--- config.mk ---
export PLATFORM = sky130hd
export DESIGN_NAME = sd_card_spi_host_engine
export DESIGN_NICKNAME = d
export VERILOG_FILES = /design/src/design/sdsh_pkg.sv /design/src/design/sd_card_spi_host_engine.sv
export SDC_FILE = /design/constraint.sdc
export NUM_CORES = 1
export LEC_CHECK = 0
export ABC_AREA = 0
export BUFFER_PORTS_ARGS = -buffer_cell sky130_fd_sc_hd__buf_2
export CORE_ASPECT_RATIO = 1.2
export CORE_UTILIZATION = 50
export DETAILED_ROUTE_END_ITERATION = 10
export PLACE_DENSITY = 0.82
export SLEW_MARGIN = 10
export SYNTH_ARGS = -nofsm -noshare
export SYNTH_HDL_FRONTEND = slang
export SYNTH_SLANG_ARGS = --single-unit
export TNS_END_PERCENT = 50
--- constraint.sdc ---
create_clock -name aclk -period 4.4 [get_ports aclk]
set_clock_uncertainty 0.2 [all_clocks]
set_input_delay 0.44 -clock aclk [delete_from_list [all_inputs] [get_ports aclk]]
set_output_delay 0.44 -clock aclk [all_outputs]
set_load 0.005 [all_outputs]
--- src/design/sdsh_pkg.sv ---
// ----------------------------------------------------------------------------
// sdsh_pkg
// Shared constants for the SD card SPI host engine.
// ----------------------------------------------------------------------------
package sdsh_pkg;

    localparam int BLOCK_BYTES = 512;
    localparam int WAKE_BYTES  = 10;

    localparam logic [3:0] PH_IDLE   = 4'd0;
    localparam logic [3:0] PH_WAKE   = 4'd1;
    localparam logic [3:0] PH_DESEL  = 4'd2;
    localparam logic [3:0] PH_FRAME  = 4'd3;
    localparam logic [3:0] PH_STUFF  = 4'd4;
    localparam logic [3:0] PH_RESP   = 4'd5;
    localparam logic [3:0] PH_TRAIL  = 4'd6;
    localparam logic [3:0] PH_TOKEN  = 4'd7;
    localparam logic [3:0] PH_RDATA  = 4'd8;
    localparam logic [3:0] PH_RCRC   = 4'd9;
    localparam logic [3:0] PH_READY  = 4'd10;
    localparam logic [3:0] PH_WTOKEN = 4'd11;
    localparam logic [3:0] PH_WDATA  = 4'd12;
    localparam logic [3:0] PH_WCRC   = 4'd13;
    localparam logic [3:0] PH_WRESP  = 4'd14;
    localparam logic [3:0] PH_END    = 4'd15;

    localparam logic [3:0] SG_CMD0    = 4'd0;
    localparam logic [3:0] SG_CMD8    = 4'd1;
    localparam logic [3:0] SG_PROBE55 = 4'd2;
    localparam logic [3:0] SG_PROBE41 = 4'd3;
    localparam logic [3:0] SG_V1_55   = 4'd4;
    localparam logic [3:0] SG_V1_41   = 4'd5;
    localparam logic [3:0] SG_MMC1    = 4'd6;
    localparam logic [3:0] SG_V2_55   = 4'd7;
    localparam logic [3:0] SG_V2_41   = 4'd8;
    localparam logic [3:0] SG_CMD58   = 4'd9;
    localparam logic [3:0] SG_CMD16   = 4'd10;
    localparam logic [3:0] SG_RDCMD   = 4'd11;
    localparam logic [3:0] SG_RDSTOP  = 4'd12;
    localparam logic [3:0] SG_WRCMD   = 4'd13;

    localparam logic [1:0] RQ_NONE  = 2'd0;
    localparam logic [1:0] RQ_INIT  = 2'd1;
    localparam logic [1:0] RQ_READ  = 2'd2;
    localparam logic [1:0] RQ_WRITE = 2'd3;

    localparam logic [1:0] ST_OK      = 2'd0;
    localparam logic [1:0] ST_TIMEOUT = 2'd1;
    localparam logic [1:0] ST_BADRESP = 2'd2;
    localparam logic [1:0] ST_NOCARD  = 2'd3;

    localparam logic [2:0] CT_NONE  = 3'd0;
    localparam logic [2:0] CT_V1    = 3'd1;
    localparam logic [2:0] CT_V2    = 3'd2;
    localparam logic [2:0] CT_V2HC  = 3'd3;
    localparam logic [2:0] CT_MMC   = 3'd4;
    localparam logic [2:0] CT_ERROR = 3'd5;

    localparam logic [2:0] RG_READY = 3'd0;
    localparam logic [2:0] RG_TOKEN = 3'd1;
    localparam logic [2:0] RG_RESP  = 3'd2;
    localparam logic [2:0] RG_IDLE  = 3'd3;
    localparam logic [2:0] RG_POLL  = 3'd4;

    localparam logic [7:0] BYTE_FF    = 8'hFF;
    localparam logic [7:0] TOK_START  = 8'hFE;
    localparam logic [7:0] TOK_MULTI  = 8'hFC;
    localparam logic [7:0] TOK_STOP   = 8'hFD;

    // result item fields, packed into m_axis_tdata at the top level
    typedef struct packed {
        logic [2:0] card_type;
        logic [1:0] status;
        logic       done_res;
        logic       data_request;
        logic       read_valid;
        logic [7:0] read_data;
        logic       slow_clock;
        logic       chip_select;
        logic       send_valid;
        logic [7:0] tx_byte;
    } result_t;

endpackage

--- src/design/sd_card_spi_host_engine.sv ---
// ----------------------------------------------------------------------------
// sd_card_spi_host_engine
// Host side sequencer for SD cards in SPI mode: init, sector read and write.
// ----------------------------------------------------------------------------
// Usage: the input stream carries either a host request (command 1 init,
// 2 read, 3 write) or, with command 0, the byte received in the SPI
// transfer just finished. Each input transfer yields exactly one result
// transfer: the next byte to send, chip select, slow clock, sector data
// read, a data request and completion status. After a result with
// data_request set, the next input carries the host byte in write_byte.
// The result is registered, valid in the cycle after the input transfer;
// an item can enter every cycle while results are taken, as the state
// update is one combinational pass from input to the result register.
// The result register frees itself when taken; if the receiver stalls,
// s_axis_tready drops until the held result is taken.
// Reset (aresetn low, synchronous) puts the sequencer in idle, clears the
// counters and restores the timeout registers to their defaults.
// Timeout registers sit on the APB port at byte addresses 0,4,8,12,16.
// ----------------------------------------------------------------------------
module sd_card_spi_host_engine (
    input  logic        aclk,
    input  logic        aresetn,
    input  logic        s_axis_tvalid,
    output logic        s_axis_tready,
    // command[1:0], rx_byte[9:2], start_sector[41:10], sector_count[49:42],
    // write_byte[57:50]
    input  logic [63:0] s_axis_tdata,
    output logic        m_axis_tvalid,
    input  logic        m_axis_tready,
    // tx_byte[7:0], send_valid[8], chip_select[9], slow_clock[10],
    // read_data[18:11], read_valid[19], data_request[20], done_res[21],
    // status[23:22], card_type[26:24]
    output logic [31:0] m_axis_tdata,
    input  logic        psel,
    input  logic        penable,
    input  logic        pwrite,
    input  logic [4:0]  paddr,
    input  logic [31:0] pwdata,
    output logic [31:0] prdata,
    output logic        pready
);

    logic [23:0] ready_lim_reg;
    logic [11:0] token_lim_reg;
    logic [7:0]  resp_lim_reg;
    logic [7:0]  idle_lim_reg;
    logic [15:0] poll_lim_reg;

    logic [3:0]  phase_reg, phase_next;
    logic [9:0]  bcnt_reg, bcnt_next;
    logic [23:0] wcnt_reg, wcnt_next;
    logic [15:0] rcnt_reg, rcnt_next;
    logic [2:0]  kind_reg, kind_next;
    logic [47:0] frame_reg, frame_next;
    logic [31:0] reply_reg, reply_next;
    logic [7:0]  left_reg, left_next;
    logic [3:0]  stage_reg, stage_next;
    logic [1:0]  req_reg, req_next;
    logic        cmd12_reg, cmd12_next;
    logic [1:0]  fst_reg, fst_next;
    logic        multi_reg, multi_next;
    logic        stop_reg, stop_next;

    logic              out_valid_reg;
    sdsh_pkg::result_t out_reg;
    sdsh_pkg::result_t res;

    logic        take;
    logic [1:0]  in_cmd;
    logic [7:0]  rx;
    logic [31:0] in_sector;
    logic [7:0]  in_count;
    logic [7:0]  wb;
    logic [2:0]  reg_index;

    assign in_cmd    = s_axis_tdata[1:0];
    assign rx        = s_axis_tdata[9:2];
    assign in_sector = s_axis_tdata[41:10];
    assign in_count  = s_axis_tdata[49:42];
    assign wb        = s_axis_tdata[57:50];

    assign s_axis_tready = !out_valid_reg || m_axis_tready;
    assign take          = s_axis_tvalid && s_axis_tready;
    assign m_axis_tvalid = out_valid_reg;
    assign m_axis_tdata  = {5'd0, out_reg};
    assign pready        = 1'b1;
    assign reg_index     = paddr[4:2];

    always_comb begin
        case (reg_index)
            sdsh_pkg::RG_READY: prdata = {8'd0, ready_lim_reg};
            sdsh_pkg::RG_TOKEN: prdata = {20'd0, token_lim_reg};
            sdsh_pkg::RG_RESP:  prdata = {24'd0, resp_lim_reg};
            sdsh_pkg::RG_IDLE:  prdata = {24'd0, idle_lim_reg};
            sdsh_pkg::RG_POLL:  prdata = {16'd0, poll_lim_reg};
            default:            prdata = 32'd0;
        endcase
    end

    always_ff @(posedge aclk) begin
        if (!aresetn) begin
            ready_lim_reg <= 24'hFFFFFF;
            token_lim_reg <= 12'hFFF;
            resp_lim_reg  <= 8'h1F;
            idle_lim_reg  <= 8'd20;
            poll_lim_reg  <= 16'hFFFF;
        end else if (psel && penable && pwrite) begin
            case (reg_index)
                sdsh_pkg::RG_READY: ready_lim_reg <= pwdata[23:0];
                sdsh_pkg::RG_TOKEN: token_lim_reg <= pwdata[11:0];
                sdsh_pkg::RG_RESP:  resp_lim_reg  <= pwdata[7:0];
                sdsh_pkg::RG_IDLE:  idle_lim_reg  <= pwdata[7:0];
                sdsh_pkg::RG_POLL:  poll_lim_reg  <= pwdata[15:0];
                default: ;
            endcase
        end
    end

    // one step of the sequencer
    always_comb begin
        logic [7:0]  tx;
        logic        snd, cs;
        logic [15:0] rinc;
        logic [23:0] winc;
        logic [1:0]  r1st;
        logic [1:0]  bres;
        logic        do_send, do_fin, do_blkr, do_blkw;
        logic [5:0]  s_cmd;
        logic [31:0] s_arg;
        logic [3:0]  s_stg;
        logic [1:0]  f_st;
        logic [7:0]  crc;

        phase_next = phase_reg; bcnt_next = bcnt_reg; wcnt_next = wcnt_reg;
        rcnt_next = rcnt_reg; kind_next = kind_reg; frame_next = frame_reg;
        reply_next = reply_reg; left_next = left_reg; stage_next = stage_reg;
        req_next = req_reg; cmd12_next = cmd12_reg; fst_next = fst_reg;
        multi_next = multi_reg; stop_next = stop_reg;
        tx = 8'd0; snd = 1'b0; cs = 1'b0;
        res = '0;
        do_send = 1'b0; do_fin = 1'b0; do_blkr = 1'b0; do_blkw = 1'b0;
        s_cmd = 6'd0; s_arg = 32'd0; s_stg = sdsh_pkg::SG_CMD0;
        f_st = sdsh_pkg::ST_OK; bres = sdsh_pkg::ST_OK;
        rinc = rcnt_reg + 16'd1;
        winc = wcnt_reg + 24'd1;
        r1st = rx[7] ? sdsh_pkg::ST_TIMEOUT : sdsh_pkg::ST_BADRESP;
        crc = 8'h01;

        if (in_cmd != sdsh_pkg::RQ_NONE) begin
            req_next = in_cmd; rcnt_next = 16'd0; wcnt_next = 24'd0;
            bcnt_next = 10'd0; fst_next = sdsh_pkg::ST_OK; stop_next = 1'b0;
            if (in_cmd == sdsh_pkg::RQ_INIT) begin
                kind_next = sdsh_pkg::CT_NONE; phase_next = sdsh_pkg::PH_WAKE;
                bcnt_next = 10'd1; tx = sdsh_pkg::BYTE_FF; snd = 1'b1;
            end else begin
                left_next = in_count;
                multi_next = (in_count != 8'd1);
                s_arg = (kind_reg == sdsh_pkg::CT_V2HC) ? in_sector
                                                         : {in_sector[22:0], 9'd0};
                do_send = 1'b1;
                if (in_cmd == sdsh_pkg::RQ_READ) begin
                    s_cmd = (in_count != 8'd1) ? 6'd18 : 6'd17;
                    s_stg = sdsh_pkg::SG_RDCMD;
                end else begin
                    s_cmd = (in_count != 8'd1) ? 6'd25 : 6'd24;
                    s_stg = sdsh_pkg::SG_WRCMD;
                end
            end
        end else begin
            case (phase_reg)
                sdsh_pkg::PH_IDLE: ;
                sdsh_pkg::PH_WAKE: begin
                    if (bcnt_reg < 10'(sdsh_pkg::WAKE_BYTES)) begin
                        bcnt_next = bcnt_reg + 10'd1; tx = sdsh_pkg::BYTE_FF; snd = 1'b1;
                    end else begin
                        do_send = 1'b1; s_cmd = 6'd0; s_stg = sdsh_pkg::SG_CMD0;
                    end
                end
                sdsh_pkg::PH_DESEL: begin
                    bcnt_next = 10'd1; phase_next = sdsh_pkg::PH_FRAME;
                    tx = frame_reg[47:40]; snd = 1'b1; cs = 1'b1;
                end
                sdsh_pkg::PH_FRAME: begin
                    snd = 1'b1; cs = 1'b1;
                    if (bcnt_reg < 10'd6) begin
                        case (bcnt_reg[2:0])
                            3'd1:    tx = frame_reg[39:32];
                            3'd2:    tx = frame_reg[31:24];
                            3'd3:    tx = frame_reg[23:16];
                            3'd4:    tx = frame_reg[15:8];
                            default: tx = frame_reg[7:0];
                        endcase
                        bcnt_next = bcnt_reg + 10'd1;
                    end else begin
                        phase_next = cmd12_reg ? sdsh_pkg::PH_STUFF : sdsh_pkg::PH_RESP;
                        wcnt_next = 24'd0; tx = sdsh_pkg::BYTE_FF;
                    end
                end
                sdsh_pkg::PH_STUFF: begin
                    phase_next = sdsh_pkg::PH_RESP; wcnt_next = 24'd0;
                    tx = sdsh_pkg::BYTE_FF; snd = 1'b1; cs = 1'b1;
                end
                sdsh_pkg::PH_RESP: begin
                    if (rx[7] && wcnt_reg < {16'd0, resp_lim_reg}) begin
                        wcnt_next = winc; tx = sdsh_pkg::BYTE_FF; snd = 1'b1; cs = 1'b1;
                    end else begin
                        case (stage_reg)
                            sdsh_pkg::SG_CMD0: begin
                                if (rx == 8'd1) begin
                                    do_send = 1'b1; s_cmd = 6'd8; s_arg = 32'h1AA;
                                    s_stg = sdsh_pkg::SG_CMD8;
                                end else begin
                                    rcnt_next = rinc;
                                    if (rinc <= {8'd0, idle_lim_reg}) begin
                                        do_send = 1'b1; s_cmd = 6'd0;
                                        s_stg = sdsh_pkg::SG_CMD0;
                                    end else begin
                                        do_fin = 1'b1; f_st = sdsh_pkg::ST_NOCARD;
                                    end
                                end
                            end
                            sdsh_pkg::SG_CMD8: begin
                                if (rx == 8'd1) begin
                                    phase_next = sdsh_pkg::PH_TRAIL; bcnt_next = 10'd0;
                                    tx = sdsh_pkg::BYTE_FF; snd = 1'b1; cs = 1'b1;
                                end else begin
                                    do_send = 1'b1; s_cmd = 6'd55;
                                    s_stg = sdsh_pkg::SG_PROBE55;
                                end
                            end
                            sdsh_pkg::SG_PROBE55: begin
                                do_send = 1'b1; s_cmd = 6'd41; s_stg = sdsh_pkg::SG_PROBE41;
                            end
                            sdsh_pkg::SG_PROBE41: begin
                                rcnt_next = 16'd0; do_send = 1'b1;
                                if (rx <= 8'd1) begin
                                    kind_next = sdsh_pkg::CT_V1; s_cmd = 6'd55;
                                    s_stg = sdsh_pkg::SG_V1_55;
                                end else begin
                                    kind_next = sdsh_pkg::CT_MMC; s_cmd = 6'd1;
                                    s_stg = sdsh_pkg::SG_MMC1;
                                end
                            end
                            sdsh_pkg::SG_V1_55: begin
                                do_send = 1'b1; s_cmd = 6'd41; s_stg = sdsh_pkg::SG_V1_41;
                            end
                            sdsh_pkg::SG_V2_55: begin
                                do_send = 1'b1; s_cmd = 6'd41; s_arg = 32'h40000000;
                                s_stg = sdsh_pkg::SG_V2_41;
                            end
                            sdsh_pkg::SG_V1_41, sdsh_pkg::SG_MMC1, sdsh_pkg::SG_V2_41: begin
                                if (rx == 8'd0) begin
                                    do_send = 1'b1;
                                    if (stage_reg == sdsh_pkg::SG_V2_41) begin
                                        s_cmd = 6'd58; s_stg = sdsh_pkg::SG_CMD58;
                                    end else begin
                                        s_cmd = 6'd16; s_arg = 32'(sdsh_pkg::BLOCK_BYTES);
                                        s_stg = sdsh_pkg::SG_CMD16;
                                    end
                                end else begin
                                    rcnt_next = rinc;
                                    if (rinc < poll_lim_reg) begin
                                        do_send = 1'b1;
                                        case (stage_reg)
                                            sdsh_pkg::SG_V1_41: begin
                                                s_cmd = 6'd55; s_stg = sdsh_pkg::SG_V1_55;
                                            end
                                            sdsh_pkg::SG_MMC1: begin
                                                s_cmd = 6'd1; s_stg = sdsh_pkg::SG_MMC1;
                                            end
                                            default: begin
                                                s_cmd = 6'd55; s_stg = sdsh_pkg::SG_V2_55;
                                            end
                                        endcase
                                    end else begin
                                        kind_next = sdsh_pkg::CT_ERROR;
                                        do_fin = 1'b1; f_st = sdsh_pkg::ST_TIMEOUT;
                                    end
                                end
                            end
                            sdsh_pkg::SG_CMD58: begin
                                if (rx == 8'd0) begin
                                    phase_next = sdsh_pkg::PH_TRAIL; bcnt_next = 10'd0;
                                    tx = sdsh_pkg::BYTE_FF; snd = 1'b1; cs = 1'b1;
                                end else begin
                                    kind_next = sdsh_pkg::CT_ERROR; do_fin = 1'b1; f_st = r1st;
                                end
                            end
                            sdsh_pkg::SG_CMD16: begin
                                do_fin = 1'b1;
                                if (rx == 8'd0) f_st = sdsh_pkg::ST_OK;
                                else begin
                                    kind_next = sdsh_pkg::CT_ERROR; f_st = r1st;
                                end
                            end
                            sdsh_pkg::SG_RDCMD: begin
                                if (rx == 8'd0) begin
                                    phase_next = sdsh_pkg::PH_TOKEN; wcnt_next = 24'd0;
                                    tx = sdsh_pkg::BYTE_FF; snd = 1'b1; cs = 1'b1;
                                end else begin
                                    do_fin = 1'b1; f_st = r1st;
                                end
                            end
                            sdsh_pkg::SG_RDSTOP: begin
                                do_fin = 1'b1; f_st = fst_reg;
                            end
                            sdsh_pkg::SG_WRCMD: begin
                                if (rx == 8'd0) begin
                                    phase_next = sdsh_pkg::PH_READY; wcnt_next = 24'd0;
                                    tx = sdsh_pkg::BYTE_FF; snd = 1'b1; cs = 1'b1;
                                end else begin
                                    do_fin = 1'b1; f_st = r1st;
                                end
                            end
                            default: begin
                                do_fin = 1'b1; f_st = sdsh_pkg::ST_BADRESP;
                            end
                        endcase
                    end
                end
                sdsh_pkg::PH_TRAIL: begin
                    reply_next = {reply_reg[23:0], rx};
                    bcnt_next = bcnt_reg + 10'd1;
                    if (bcnt_reg + 10'd1 < 10'd4) begin
                        tx = sdsh_pkg::BYTE_FF; snd = 1'b1; cs = 1'b1;
                    end else if (stage_reg == sdsh_pkg::SG_CMD8) begin
                        // reply_next[15:0] is the echoed voltage and check pattern
                        if (reply_next[15:8] == 8'h01 && reply_next[7:0] == 8'hAA) begin
                            rcnt_next = 16'd0; do_send = 1'b1; s_cmd = 6'd55;
                            s_stg = sdsh_pkg::SG_V2_55;
                        end else begin
                            do_fin = 1'b1; f_st = sdsh_pkg::ST_NOCARD;
                        end
                    end else begin
                        kind_next = reply_next[30] ? sdsh_pkg::CT_V2HC : sdsh_pkg::CT_V2;
                        do_send = 1'b1; s_cmd = 6'd16; s_arg = 32'(sdsh_pkg::BLOCK_BYTES);
                        s_stg = sdsh_pkg::SG_CMD16;
                    end
                end
                sdsh_pkg::PH_TOKEN: begin
                    if (rx == sdsh_pkg::TOK_START) begin
                        phase_next = sdsh_pkg::PH_RDATA; bcnt_next = 10'd0;
                        tx = sdsh_pkg::BYTE_FF; snd = 1'b1; cs = 1'b1;
                    end else begin
                        wcnt_next = winc;
                        if (winc < {12'd0, token_lim_reg}) begin
                            tx = sdsh_pkg::BYTE_FF; snd = 1'b1; cs = 1'b1;
                        end else begin
                            do_blkr = 1'b1; bres = sdsh_pkg::ST_TIMEOUT;
                        end
                    end
                end
                sdsh_pkg::PH_RDATA: begin
                    res.read_data = rx; res.read_valid = 1'b1;
                    bcnt_next = bcnt_reg + 10'd1;
                    if (bcnt_reg == 10'(sdsh_pkg::BLOCK_BYTES - 1)) begin
                        phase_next = sdsh_pkg::PH_RCRC; bcnt_next = 10'd0;
                    end
                    tx = sdsh_pkg::BYTE_FF; snd = 1'b1; cs = 1'b1;
                end
                sdsh_pkg::PH_RCRC: begin
                    if (bcnt_reg == 10'd0) begin
                        bcnt_next = 10'd1; tx = sdsh_pkg::BYTE_FF; snd = 1'b1; cs = 1'b1;
                    end else begin
                        do_blkr = 1'b1; bres = sdsh_pkg::ST_OK;
                    end
                end
                sdsh_pkg::PH_READY: begin
                    if (rx == sdsh_pkg::BYTE_FF) begin
                        phase_next = sdsh_pkg::PH_WTOKEN; snd = 1'b1; cs = 1'b1;
                        tx = stop_reg ? sdsh_pkg::TOK_STOP
                           : (multi_reg ? sdsh_pkg::TOK_MULTI : sdsh_pkg::TOK_START);
                        res.data_request = !stop_reg;
                    end else begin
                        wcnt_next = winc;
                        if (winc < ready_lim_reg) begin
                            tx = sdsh_pkg::BYTE_FF; snd = 1'b1; cs = 1'b1;
                        end else begin
                            do_blkw = 1'b1; bres = sdsh_pkg::ST_TIMEOUT;
                        end
                    end
                end
                sdsh_pkg::PH_WTOKEN: begin
                    if (stop_reg) begin
                        do_fin = 1'b1; f_st = fst_reg;
                    end else begin
                        phase_next = sdsh_pkg::PH_WDATA; bcnt_next = 10'd1;
                        tx = wb; snd = 1'b1; cs = 1'b1; res.data_request = 1'b1;
                    end
                end
                sdsh_pkg::PH_WDATA: begin
                    snd = 1'b1; cs = 1'b1;
                    if (bcnt_reg != 10'(sdsh_pkg::BLOCK_BYTES)) begin
                        tx = wb; bcnt_next = bcnt_reg + 10'd1;
                        res.data_request = (bcnt_reg != 10'(sdsh_pkg::BLOCK_BYTES - 1));
                    end else begin
                        phase_next = sdsh_pkg::PH_WCRC; bcnt_next = 10'd0;
                        tx = sdsh_pkg::BYTE_FF;
                    end
                end
                sdsh_pkg::PH_WCRC: begin
                    if (bcnt_reg == 10'd0) bcnt_next = 10'd1;
                    else phase_next = sdsh_pkg::PH_WRESP;
                    tx = sdsh_pkg::BYTE_FF; snd = 1'b1; cs = 1'b1;
                end
                sdsh_pkg::PH_WRESP: begin
                    do_blkw = 1'b1;
                    bres = (rx[4:0] == 5'h05) ? sdsh_pkg::ST_OK : sdsh_pkg::ST_BADRESP;
                end
                sdsh_pkg::PH_END: begin
                    res.done_res = 1'b1; res.status = fst_reg;
                    phase_next = sdsh_pkg::PH_IDLE; req_next = sdsh_pkg::RQ_NONE;
                end
                default: phase_next = sdsh_pkg::PH_IDLE;
            endcase
        end

        // end of a read block
        if (do_blkr) begin
            if (bres != sdsh_pkg::ST_OK && fst_reg == sdsh_pkg::ST_OK) fst_next = bres;
            if (!multi_reg) begin
                do_fin = 1'b1;
                f_st = (bres != sdsh_pkg::ST_OK && fst_reg == sdsh_pkg::ST_OK) ? bres
                                                                                : fst_reg;
            end else if (bres == sdsh_pkg::ST_OK && left_reg != 8'd1) begin
                left_next = left_reg - 8'd1; phase_next = sdsh_pkg::PH_TOKEN;
                wcnt_next = 24'd0; tx = sdsh_pkg::BYTE_FF; snd = 1'b1; cs = 1'b1;
            end else begin
                if (bres == sdsh_pkg::ST_OK) left_next = left_reg - 8'd1;
                do_send = 1'b1; s_cmd = 6'd12; s_stg = sdsh_pkg::SG_RDSTOP;
            end
        end

        // end of a written block
        if (do_blkw) begin
            if (bres != sdsh_pkg::ST_OK && fst_reg == sdsh_pkg::ST_OK) fst_next = bres;
            if (!multi_reg || stop_reg) begin
                do_fin = 1'b1;
                f_st = (bres != sdsh_pkg::ST_OK && fst_reg == sdsh_pkg::ST_OK) ? bres
                                                                                : fst_reg;
            end else begin
                if (bres == sdsh_pkg::ST_OK) left_next = left_reg - 8'd1;
                if (!(bres == sdsh_pkg::ST_OK && left_reg != 8'd1)) stop_next = 1'b1;
                phase_next = sdsh_pkg::PH_READY; wcnt_next = 24'd0;
                tx = sdsh_pkg::BYTE_FF; snd = 1'b1; cs = 1'b1;
            end
        end

        if (do_send) begin
            if (s_cmd == 6'd0) crc = 8'h95;
            if (s_cmd == 6'd8) crc = 8'h87;
            cmd12_next = (s_cmd == 6'd12);
            stage_next = s_stg;
            frame_next = {2'b01, s_cmd, s_arg, crc};
            phase_next = sdsh_pkg::PH_DESEL;
            tx = sdsh_pkg::BYTE_FF; snd = 1'b1; cs = 1'b0;
        end

        if (do_fin) begin
            fst_next = f_st; phase_next = sdsh_pkg::PH_END;
            tx = sdsh_pkg::BYTE_FF; snd = 1'b1; cs = 1'b0;
        end

        res.tx_byte     = tx;
        res.send_valid  = snd;
        res.chip_select = cs;
        res.slow_clock  = snd && (req_next == sdsh_pkg::RQ_INIT);
        res.card_type   = kind_next;
    end

    always_ff @(posedge aclk) begin
        if (!aresetn) begin
            phase_reg <= sdsh_pkg::PH_IDLE;
            bcnt_reg <= 10'd0; wcnt_reg <= 24'd0; rcnt_reg <= 16'd0;
            kind_reg <= sdsh_pkg::CT_NONE; frame_reg <= 48'd0; left_reg <= 8'd0;
            stage_reg <= sdsh_pkg::SG_CMD0; req_reg <= sdsh_pkg::RQ_NONE;
            cmd12_reg <= 1'b0; fst_reg <= sdsh_pkg::ST_OK;
            multi_reg <= 1'b0; stop_reg <= 1'b0;
            out_valid_reg <= 1'b0;
        end else begin
            if (take) begin
                phase_reg <= phase_next; bcnt_reg <= bcnt_next; wcnt_reg <= wcnt_next;
                rcnt_reg <= rcnt_next; kind_reg <= kind_next; frame_reg <= frame_next;
                left_reg <= left_next; stage_reg <= stage_next; req_reg <= req_next;
                cmd12_reg <= cmd12_next; fst_reg <= fst_next;
                multi_reg <= multi_next; stop_reg <= stop_next;
                out_valid_reg <= 1'b1;
            end else if (m_axis_tready) begin
                out_valid_reg <= 1'b0;
            end
        end
    end

    always_ff @(posedge aclk) begin
        if (take) begin
            reply_reg <= reply_next;
            out_reg <= res;
        end
    end

endmodule

==> flow_summary.toml, run 1 <==
[run_status]
run_status = "finished, violations left"
failed_checks = "negative setup slack"

[global_route]
globalRouteTotalUtil = 0.317
grt_antenna_before_repair = 1
wire_length_of_the_first_global_routing_pass_microns = 80400
grt_pass1_vias = 15500
grt_start_max_net_pins = 82
global_route.overflow_total = 0

[worst_setup_path]
slowest_delay_ps = 480
crit_type = "reg2reg"
critical_path_cell_sequence = "ha_4 > buf_6 > nand4_1 > buf_6 > nor4_4 > xor2_1 > ha_1 > nand3_1 > or2_4 > a211o_1 > a31oi_4 > o31ai_4 > o21ai_2 > buf_4 > a32oi_4 > a311o_2 > buf_12 > buf_4 > o311a_1"
slowest_stage = "sky130_fd_sc_hd__a311o_2"
worstSetupEndpointType = "register"
worst_setup_path_start_kind = "register"
critical_path_arrival_ps = 4780
max_fo_critical_path = 7
critPathRequiredTime_ps = 4640

[final_layout]
utilization = 0.642
layout-drive-gt1-share = 0.227
largest_register_ffs = 42
final_cells = 2626
final_nets = 2399
syn2layout_area_growth_pct = 25.0

[synthesis]
async_flop_share = 0
synth.yosys.seq_area_share = 0.317
synth_largest_type_area_fraction = 0.244
mean_syn_cell_area_sq_um = 7.79
yosysTopAreaCell = "sky130_fd_sc_hd__dfxtp_1"
synth.top_cells.by_area = "sky130_fd_sc_hd__dfxtp_1 24%, sky130_fd_sc_hd__edfxtp_1 7.2%, sky130_fd_sc_hd__ha_1 6.1%, sky130_fd_sc_hd__a21oi_1 5.4%, sky130_fd_sc_hd__nand2_1 5.2%"
ys_warn_count = 0
post_synth_inst_count = 1969
synth_edf_count = 37
synth.distinct_cells = 88
synth_ff_type = "sky130_fd_sc_hd__dfxtp_1"
post_synth_instance_area_sq_mm = 0.0153
synth.ff_latch_count = 224

[placed_design]
placed_cells_incl_taps = 2518
finalWeightedCongestion = 1.01
place_ws_ps = -236
port_buffers = 144
hpwl_dp_microns = 37100

[timing]
final_max_slew_viol_count = 0
setup-tns-final_ps = -2330
number_of_hold_slack_violations_in_the_final_timing_report = 0
finalWorstSetupSlack_ps = -142
clock.fmax_mhz = 220
post-route-min-period_ps = 4540
setup_viol = 44
rsz0062_at_grt = "true"
min_period_over_period = 1.03
hold_ws_ps = 9.89
worst_slew_margin_rel = 0.246
transition_time_of_the_tightest_slew_check_pin_ps = 1120

[clock_network]
tritoncts = "built"
cts_root_buf = "sky130_fd_sc_hd__clkbuf_16"
clkTransAtPathRegs_ps = 70
max_h_tree_level = 1
cts_made_buffers = 25
clock_sink_count = 224
clk_path_buf_depth = 3
clock_latency_ps = 570

[detailed_routing]
drcViolationCount = 0
antenna_violating_nets_post_route = 0
detail_route.wl_per_cell_microns = 20.1
first_iter_violations = 1454
detailroute.via_count = 16300
first_pass_iters = 5
total_wire_length_after_detailed_routing_microns = 52700
detail_route.vias_per_cell = 6.21

[power]
power_density_over_the_cells_mw_per_mm2 = 279
power.leakage_nw = 8.52
irDropWorstVdd_mv = 0.309

[floorplan]
die_width_microns = 162
fp-row-count = 69
core_area_sq_mm = 0.0299
num_io_pins = 175
die_height_microns = 194
floorplan.die_area_sq_mm = 0.0314
start_util = 0.513

[run]
max_cap_viol = 0

[hold_path]
hp-class = "in2reg"
[synth_stat cells (6+ instances only)]
master                       n
sky130_fd_sc_hd__buf_6       6
sky130_fd_sc_hd__o211ai_1   61
sky130_fd_sc_hd__buf_4      16
sky130_fd_sc_hd__a211oi_1   23
sky130_fd_sc_hd__or4_1       7
sky130_fd_sc_hd__buf_1      13
sky130_fd_sc_hd__nand4_1    30
sky130_fd_sc_hd__xnor2_1    31
sky130_fd_sc_hd__nor4_1     20
sky130_fd_sc_hd__or2_2      10
sky130_fd_sc_hd__a221oi_1    6
sky130_fd_sc_hd__and3_1     20
sky130_fd_sc_hd__or3b_2      6
sky130_fd_sc_hd__a32oi_1    13
sky130_fd_sc_hd__nor2_1    200
sky130_fd_sc_hd__nor3b_1    12
sky130_fd_sc_hd__nand2b_1   25
sky130_fd_sc_hd__o21ai_0    85
sky130_fd_sc_hd__buf_2      14
sky130_fd_sc_hd__nor3_2     24
sky130_fd_sc_hd__mux2i_1    71
sky130_fd_sc_hd__ha_1       75
sky130_fd_sc_hd__o22ai_1    17
sky130_fd_sc_hd__and2_1     34
sky130_fd_sc_hd__nand3_1    62
sky130_fd_sc_hd__o21a_1      8
sky130_fd_sc_hd__a31oi_1    21
sky130_fd_sc_hd__edfxtp_1   37
sky130_fd_sc_hd__xor2_1     15
sky130_fd_sc_hd__nor2b_1    19
sky130_fd_sc_hd__a21boi_0    7
sky130_fd_sc_hd__a21oi_1   164
sky130_fd_sc_hd__nand2_1   213
sky130_fd_sc_hd__dfxtp_1   187
sky130_fd_sc_hd__o31ai_1     8
sky130_fd_sc_hd__a22oi_1    15
sky130_fd_sc_hd__and4_1      7
sky130_fd_sc_hd__a21o_1     19
sky130_fd_sc_hd__or3_1      18
sky130_fd_sc_hd__nor3_1     51
sky130_fd_sc_hd__inv_1      99
sky130_fd_sc_hd__clkbuf_1  100
[cells in the final DEF (no fill, tap or decap), types with 15 or more instances in the layout]
master	synthesis	routed
sky130_fd_sc_hd__nand2b_1	25	24
sky130_fd_sc_hd__o22ai_1	17	17
sky130_fd_sc_hd__inv_1	99	97
sky130_fd_sc_hd__ha_1	75	71
sky130_fd_sc_hd__nor2_1	200	193
sky130_fd_sc_hd__nand4_1	30	30
sky130_fd_sc_hd__nor2b_1	19	18
sky130_fd_sc_hd__nand3_1	62	56
sky130_fd_sc_hd__a22oi_1	15	15
sky130_fd_sc_hd__xnor2_1	31	20
sky130_fd_sc_hd__dfxtp_1	187	177
sky130_fd_sc_hd__nor3_1	51	44
sky130_fd_sc_hd__a31oi_1	21	20
sky130_fd_sc_hd__mux2i_1	71	71
sky130_fd_sc_hd__o211ai_1	61	61
sky130_fd_sc_hd__buf_4	16	164
sky130_fd_sc_hd__o21ai_0	85	79
sky130_fd_sc_hd__a21o_1	19	19
sky130_fd_sc_hd__edfxtp_1	37	37
sky130_fd_sc_hd__and3_1	20	17
sky130_fd_sc_hd__a211oi_1	23	21
sky130_fd_sc_hd__and2_1	34	33
sky130_fd_sc_hd__or3_1	18	18
sky130_fd_sc_hd__nor4_1	20	16
sky130_fd_sc_hd__dlygate4sd3_1	0	32
sky130_fd_sc_hd__nand2_1	213	210
sky130_fd_sc_hd__nor3_2	24	23
sky130_fd_sc_hd__a21oi_1	164	159
sky130_fd_sc_hd__clkbuf_16	0	27
sky130_fd_sc_hd__buf_2	14	145
[power by group]
part,internal (mW),total (mW),switching [mW]
clock,1.43,2.37,0.940
sequential,2.14,2.19,0.0494
combinational,0.307,0.791,0.484
[stage by stage]
step / total power, mW / instance area, sq um
5_1_grt: 5.50 / 19200
4_1_cts: 5.30 / 18400
6_report: 5.34 / 19200
2_1_floorplan: 2.66 / 15400
3_5_place_dp: 2.94 / 17100
3_3_place_gp: 2.92 / 17100
[kinds of logic after synthesis]
kind of cell,after synthesis,synth area share
compound gates,524,0.222
xor+xnor,47,0.0277
fa+ha+maj,75,0.0612
buf+inv,248,0.0687
flops,224,0.317
mux,71,0.0463
other cells,2,0.000490
simple gates,778,0.257
[metal layers]
layer	global-route usage	routed length (microns)	up-vias
met2	0.538	25300	771
met4	0.190	3330	0
li1	-	-	7598
met3	0.0413	3570	193
met1	0.378	20500	7734
met5	0	0	-
[worst max-delay path, delay by kind of cell, from the launching register on]
kind,cells,cell delay [ps]
xor+xnor,1,140
compound gates,7,1740
flops,1,380
simple gates,4,740
buf+inv,5,730
fa+ha+maj,2,490
[area by class of cell]
| cell class | instances | area, sq um |
|---|---|---|
| multi-input combinational | 1509 | 10000 |
| clock buffer | 31 | 699 |
| inverter | 99 | 372 |
| timing repair buffer | 357 | 2500 |
| clock inverter | 15 | 219 |
| tap | 390 | 488 |
| sequential | 224 | 4880 |
| antenna | 1 | 2.50 |
| fill | 2430 | 10700 |
[final timing paths]
check / start / cells after the start / slack, ps / endpoint
setup reg to reg: wcnt_reg[0]$_SDFFE_PN0P_ / 19 / -140 / frame_reg[41]$_SDFFE_PN0P_
setup / recovery: wcnt_reg[0]$_SDFFE_PN0P_ / 19 / -140 / frame_reg[41]$_SDFFE_PN0P_
hold reg to reg: reply_reg[14]$_DFFE_PP_ / 0 / 210 / reply_reg[22]$_DFFE_PP_
hold / removal: pwdata[3] / 3 / 10 / resp_lim_reg[3]$_SDFFE_PN1P_
[repair_timing]
item                                   4_1_cts  5_1_grt
gates cloned                                 0        3
setup buffers                                1       26
pin swaps                                    4       51
gates resized for setup                     16      114
setup endpoints to repair                   87       93
endpoints found under the hold margin       49        0
hold buffers                                32        0
No activity file was read; power rests on OpenSTA's default activity.
==> run 2: changes to the inputs <==
--- a/config.mk
+++ b/config.mk
@@ -7,10 +7,12 @@
 export LEC_CHECK = 0
 export ABC_AREA = 0
 export BUFFER_PORTS_ARGS = -buffer_cell sky130_fd_sc_hd__buf_2
+export CELL_PAD_IN_SITES_DETAIL_PLACEMENT = 0
+export CELL_PAD_IN_SITES_GLOBAL_PLACEMENT = 1
 export CORE_ASPECT_RATIO = 1.2
-export CORE_UTILIZATION = 50
+export CORE_UTILIZATION = 40
 export DETAILED_ROUTE_END_ITERATION = 10
-export PLACE_DENSITY = 0.82
+export PLACE_DENSITY = 0.86
 export SLEW_MARGIN = 10
 export SYNTH_ARGS = -nofsm -noshare
 export SYNTH_HDL_FRONTEND = slang
==> run 2 against run 1 <==
- the flow now finishes without violations
- clock-buffer cell count increased by 6
- sequential power about the same
- fmax increased by 3.4%
- wire length increased by 2.5%
- non-clock buffer count increased by 13
- hold slack got worse by 1.4 ps
- global-route usage decreased by 5.3 points
- die area increased by 25%
- utilization decreased by 13 points
- final cell count increased by 4.0%
==> flow_summary.toml, run 2 (synthesis gave the netlist of run 1 again) <==
[worst_setup_path]
slowest_stage = "sky130_fd_sc_hd__nor4b_4"
critPathRequiredTime_ps = 4490
max_fo_critical_path = 5
critical_path_arrival_ps = 4480
critical_path_cell_sequence = "buf_6 > nand4_1 > nor2_2 > nand3_2 > nor2_2 > xor2_2 > ha_1 > a21o_1 > a21oi_2 > o21ai_1 > a311o_1 > o31ai_4 > o21ai_4 > buf_6 > a211oi_4 > nor2_2 > nor2_2 > nor4b_4 > buf_6 > o21ai_1"
critical_path.top_delay_family = "compound AO/OA/AOI/OAI gates"
path_common_cell = "sky130_fd_sc_hd__nor2_2"
worst_setup_path_start_kind = "register"
slowest_delay_ps = 370
cp.buffers_inverters = 3
crit_type = "reg2reg"
worstSetupEndpointType = "register"

[final_layout]
final_nets = 2413
largest_register_ffs = 42
layout_commonest_cell = "sky130_fd_sc_hd__nand2_1"
utilization = 0.513
syn2layout_area_growth_pct = 26.3
layout-drive-gt1-share = 0.234
layout_common_cells = "208 x sky130_fd_sc_hd__nand2_1, 194 x sky130_fd_sc_hd__nor2_1, 181 x sky130_fd_sc_hd__dfxtp_1, 179 x sky130_fd_sc_hd__buf_4, 157 x sky130_fd_sc_hd__a21oi_1"

[floorplan]
floorplan.die_area_sq_mm = 0.0391
core_area_sq_mm = 0.0378
start_util = 0.406
num_io_pins = 175
die_height_microns = 217
die_width_microns = 181
fp-row-count = 78

[power]
p_int_mw = 3.86
switching_share = 0.277
total_switching_power_mw = 1.47
p_comb_frac = 0.145
pwr-share-clk = 0.444
power_density_over_the_cells_mw_per_mm2 = 275
seq_power_share = 0.410
irDropWorstVdd_mv = 0.251
power.leakage_nw = 8.58

[placed_design]
hpwl_dp_microns = 39200
port_buffers = 144
place_ws_ps = -198
finalWeightedCongestion = 0.944

[clock_network]
max_h_tree_level = 1
cts_made_buffers = 26
clkTransAtPathRegs_ps = 70
clock_sink_count = 224
tritoncts = "built"
clock_latency_ps = 560
cts_root_buf = "sky130_fd_sc_hd__clkbuf_16"
clk_path_buf_depth = 3

[detailed_routing]
detail_route.vias_per_cell = 5.87
first_iter_violations = 1323
detail_route.wl_per_cell_microns = 19.8
antenna_violating_nets_post_route = 0
first_pass_iters = 5
detailroute.via_count = 16000
drcViolationCount = 0
total_wire_length_after_detailed_routing_microns = 54000

[global_route]
grt_antenna_before_repair = 1
grt_start_max_net_pins = 82
wire_length_of_the_first_global_routing_pass_microns = 82800
global_route.overflow_total = 0
globalRouteTotalUtil = 0.264
grt_pass1_vias = 15300

[timing]
number_of_hold_slack_violations_in_the_final_timing_report = 0
post-route-min-period_ps = 4390
transition_time_of_the_tightest_slew_check_pin_ps = 1140
clock.fmax_mhz = 228
setup_viol = 0
finalWorstSetupSlack_ps = 9.33
min_period_over_period = 0.998
worst_slew_margin_rel = 0.241
final_max_slew_viol_count = 0
rsz0062_at_grt = "true"

[hold_path]
hp-class = "in2reg"

[run]
max_cap_viol = 0

[run_status]
run_status = "finished, final reports clean"
run 2: cell count changes in the layout (fill, tap and decap cells not counted), moves of 4 or more:
cell / change
sky130_fd_sc_hd__nor3_4: -4
sky130_fd_sc_hd__nor3_2: +4
sky130_fd_sc_hd__clkinv_2: +4
sky130_fd_sc_hd__dfxtp_1: +4
sky130_fd_sc_hd__bufinv_16: -4
sky130_fd_sc_hd__clkbuf_16: +6
sky130_fd_sc_hd__buf_4: +15
run 2: per-stage QoR:
step           area, sq um  TNS [ps]  instances  power (mW)  hold slack (ps)
2_1_floorplan        15400         0       1981        2.66              200
3_3_place_gp         17300      -667       2615        2.93              211
3_5_place_dp         17300     -4600       2615        2.94              209
4_1_cts              18700      -503       2700        5.34             6.61
5_1_grt              19400     -5280       2730        5.52             6.56
6_report             19400         0       2732        5.33             8.48
run 2: cell type report:
type | instances | area (sq um)
flip-flops and latches | 224 | 4860
inverters | 99 | 373
clock inverters | 11 | 93.8
fillers | 3609 | 18400
well taps | 480 | 601
repair buffers | 370 | 2600
clock buffers | 37 | 860
diodes | 2 | 5.00
multi-input cells | 1509 | 9980
run 2: power by group through the flow:
stage               sequential, mW  combinational (mW)  clock, mW
floorplan                     2.21               0.450          0
global placement              2.23               0.701          0
detailed placement            2.23               0.710          0
CTS                           2.19               0.743       2.41
global route                  2.19               0.838       2.49
finish                        2.19               0.775       2.37
run 2: metal layers:
layer	wire length, microns	GRT usage	up-vias
li1	-	-	7615
met1	21300	0.310	7610
met2	26600	0.469	661
met3	3300	0.0311	153
met4	2910	0.139	0
met5	0	0	-
run 2: what timing repair did:
item                                   4_1_cts  5_1_grt
pin swaps                                    5       32
endpoints found under the hold margin       49        0
hold buffers                                30        0
gates cloned                                 1        3
setup buffers                                6       27
resized for setup                           16      105
setup endpoints to repair                   81       93
run 2: worst paths after layout:
check                                               from                            end  slack [ps]  cells after the start
worst min register to register   reply_reg[14]$_DFFE_PP_        reply_reg[22]$_DFFE_PP_         220                      0
worst max register to register  wcnt_reg[0]$_SDFFE_PN0P_  m_axis_tdata[6]$_SDFFCE_PP1P_           9                     20
worst min-delay path                    s_axis_tdata[17]     frame_reg[15]$_SDFFE_PN0P_           8                      3
worst max-delay path            wcnt_reg[0]$_SDFFE_PN0P_  m_axis_tdata[6]$_SDFFCE_PP1P_           9                     20
run 2: tightest hold or removal path: stages:
cell                       delay (ps)
sky130_fd_sc_hd__buf_2            110
sky130_fd_sc_hd__a21oi_2          100
sky130_fd_sc_hd__a211oi_1          50
==> run 3: changes to the inputs <==
--- a/config.mk
+++ b/config.mk
@@ -10,10 +10,10 @@
 export CELL_PAD_IN_SITES_DETAIL_PLACEMENT = 0
 export CELL_PAD_IN_SITES_GLOBAL_PLACEMENT = 1
 export CORE_ASPECT_RATIO = 1.2
-export CORE_UTILIZATION = 40
+export CORE_UTILIZATION = 25
 export DETAILED_ROUTE_END_ITERATION = 10
-export PLACE_DENSITY = 0.86
-export SLEW_MARGIN = 10
+export PLACE_DENSITY = 0.62
+export SLEW_MARGIN = 20
 export SYNTH_ARGS = -nofsm -noshare
 export SYNTH_HDL_FRONTEND = slang
 export SYNTH_SLANG_ARGS = --single-unit
==> run 3 against run 2 <==
- critical path depth increased by 1
- fmax increased by 1.2%
- clock-buffer cell count increased by 1
- hold slack improved by 21 ps
- sequential cell count unchanged
==> flow_summary.toml, run 3 (synthesis gave the netlist of run 1 again) <==
[final_layout]
layout_common_cells = "209 x sky130_fd_sc_hd__nand2_1, 204 x sky130_fd_sc_hd__buf_4, 193 x sky130_fd_sc_hd__nor2_1, 171 x sky130_fd_sc_hd__dfxtp_1, 146 x sky130_fd_sc_hd__a21oi_1"
final_nets = 2446
finish.instance_area_sq_mm = 0.0203
num_antenna_cells = 0
largest_register_ffs = 42
layout-drive-gt1-share = 0.253
syn2layout_area_growth_pct = 32.2
layout_commonest_cell = "sky130_fd_sc_hd__nand2_1"
utilization = 0.334
final_cells = 3093

[timing]
min_period_over_period = 0.986
rsz0062_at_grt = "true"
final_max_slew_viol_count = 0
number_of_hold_slack_violations_in_the_final_timing_report = 0
finalWorstSetupSlack_ps = 61.5
worst_slew_margin_rel = 0.266
post-route-min-period_ps = 4340
setup_viol = 0
clock.fmax_mhz = 230
transition_time_of_the_tightest_slew_check_pin_ps = 1090

[power]
power.leakage_nw = 8.85
power_density_over_the_cells_mw_per_mm2 = 278
irDropWorstVdd_mv = 0.256

[worst_setup_path]
critPathLaunch = "wcnt_reg[1]$_SDFFE_PN0P_"
crit-reg2reg-launch = "wcnt_reg[1]$_SDFFE_PN0P_"
worst_setup_path_start_kind = "register"
crit_type = "reg2reg"
worstSetupEndpointType = "register"
max_fo_critical_path = 4
critical_path_arrival_ps = 4570
critPathRequiredTime_ps = 4630

[global_route]
grt_start_max_net_pins = 82
global_route.overflow_total = 0
globalRouteTotalUtil = 0.182
grt_antenna_before_repair = 0
grt_pass1_vias = 15400
wire_length_of_the_first_global_routing_pass_microns = 89900

[detailed_routing]
detail_route.vias_per_cell = 5.10
first_pass_iters = 5
drcViolationCount = 0
m1WireLength_microns = 25400
wl_met3_microns = 2280
first_iter_violations = 1048
total_wire_length_after_detailed_routing_microns = 59000
routed-wl-met2_microns = 29600
antenna_violating_nets_post_route = 0
detailroute.via_count = 15800
dr.max_layer_used = "met4"
detail_route.wl_per_cell_microns = 19.1

[floorplan]
die_height_microns = 273
num_io_pins = 175
core_area_sq_mm = 0.0607
die_width_microns = 228
start_util = 0.253
floorplan.die_area_sq_mm = 0.0624
fp-row-count = 99

[placed_design]
placed_cells_incl_taps = 2977
finalWeightedCongestion = 0.932
port_buffers = 144
hpwl_dp_microns = 44500
place_ws_ps = -252
place_area_sq_mm = 0.0179

[clock_network]
max_h_tree_level = 1
clock_sink_count = 224
clkTransAtPathRegs_ps = 60
tritoncts = "built"
clk_path_buf_depth = 3
cts_root_buf = "sky130_fd_sc_hd__clkbuf_16"
cts_made_buffers = 29
clock_latency_ps = 570

[run_status]
run_status = "finished, final reports clean"

[hold_path]
hp-class = "in2reg"
min-delay-start = "pwdata[5]"

[run]
max_cap_viol = 0
-- run 3: cell types whose count changed in the layout (fill, tap and decap cells not counted), moves of 5 or more --
cell,before,now
sky130_fd_sc_hd__dfxtp_1,181,171
sky130_fd_sc_hd__buf_4,179,204
sky130_fd_sc_hd__dlygate4sd3_1,30,37
sky130_fd_sc_hd__buf_6,12,7
sky130_fd_sc_hd__dfxtp_4,1,7
sky130_fd_sc_hd__a211oi_2,1,6
sky130_fd_sc_hd__a21oi_1,157,146
sky130_fd_sc_hd__o21ai_2,6,0
sky130_fd_sc_hd__a21oi_2,7,16
-- run 3: timing repair --
action,4_1_cts,5_1_grt
resized for setup,48,102
gates cloned,2,2
pin swaps,10,44
endpoints found under the hold margin,63,0
setup buffers,4,18
hold buffers,37,0
endpoints found under the setup margin,89,92
-- run 3: report_power, final --
part | leakage (nW) | switching (mW) | total, mW | internal (mW)
combinational | 6.43 | 0.506 | 0.824 | 0.318
clock | 0.532 | 1.01 | 2.64 | 1.63
sequential | 1.88 | 0.0454 | 2.18 | 2.14
-- run 3: path summary, 6_finish.rpt --
kind / end / slack, ps / cells past startpoint
worst min-delay path: ready_lim_reg[5]$_SDFFE_PN1P_ / 30 / 3
worst max-delay path: frame_reg[17]$_SDFFE_PN0P_ / 60 / 21
worst max register to register: frame_reg[17]$_SDFFE_PN0P_ / 60 / 21
worst min register to register: reply_reg[22]$_DFFE_PP_ / 230 / 0
-- run 3: final cells by class --
class                           count  area (sq um)
Fill cell                        6504         40400
Sequential cell                   224          4890
Timing Repair Buffer              400          2870
Clock buffer                       38           875
Inverter                           99           373
Clock inverter                     15           190
Tap cell                          808          1010
Multi-Input combinational cell   1509         10100
-- run 3: layer usage --
metal	global-route usage	up-vias
met5	0	-
met4	0.0560	0
met3	0.0184	98
met2	0.331	408
met1	0.224	7584
li1	-	7693
-- run 3: critical path, stage by stage, from the launching register on --
cell	delay (ps)
sky130_fd_sc_hd__dfxtp_4	380
sky130_fd_sc_hd__ha_4	140
sky130_fd_sc_hd__buf_6	90
sky130_fd_sc_hd__nand4_1	170
sky130_fd_sc_hd__nor3_2	280
sky130_fd_sc_hd__nand2_2	110
sky130_fd_sc_hd__xnor2_2	170
sky130_fd_sc_hd__ha_1	280
sky130_fd_sc_hd__nand3_1	70
sky130_fd_sc_hd__or2_4	240
sky130_fd_sc_hd__a211o_1	220
sky130_fd_sc_hd__a31oi_1	140
sky130_fd_sc_hd__buf_4	140
sky130_fd_sc_hd__o31ai_2	80
sky130_fd_sc_hd__o21ai_4	220
sky130_fd_sc_hd__a32oi_2	120
sky130_fd_sc_hd__a311o_2	520
sky130_fd_sc_hd__buf_12	160
sky130_fd_sc_hd__buf_16	120
sky130_fd_sc_hd__buf_4	140
sky130_fd_sc_hd__mux2i_1	140
sky130_fd_sc_hd__nor2_1	50
-- run 3: stage by stage --
stage	power [mW]	TNS [ps]	hold WS (ps)
floorplan	2.66	0	200
global placement	2.97	-7380	218
detailed placement	2.97	-11330	220
CTS	5.69	-59.8	3.01
global route	5.87	-2350	24.2
finish	5.65	0	29.4
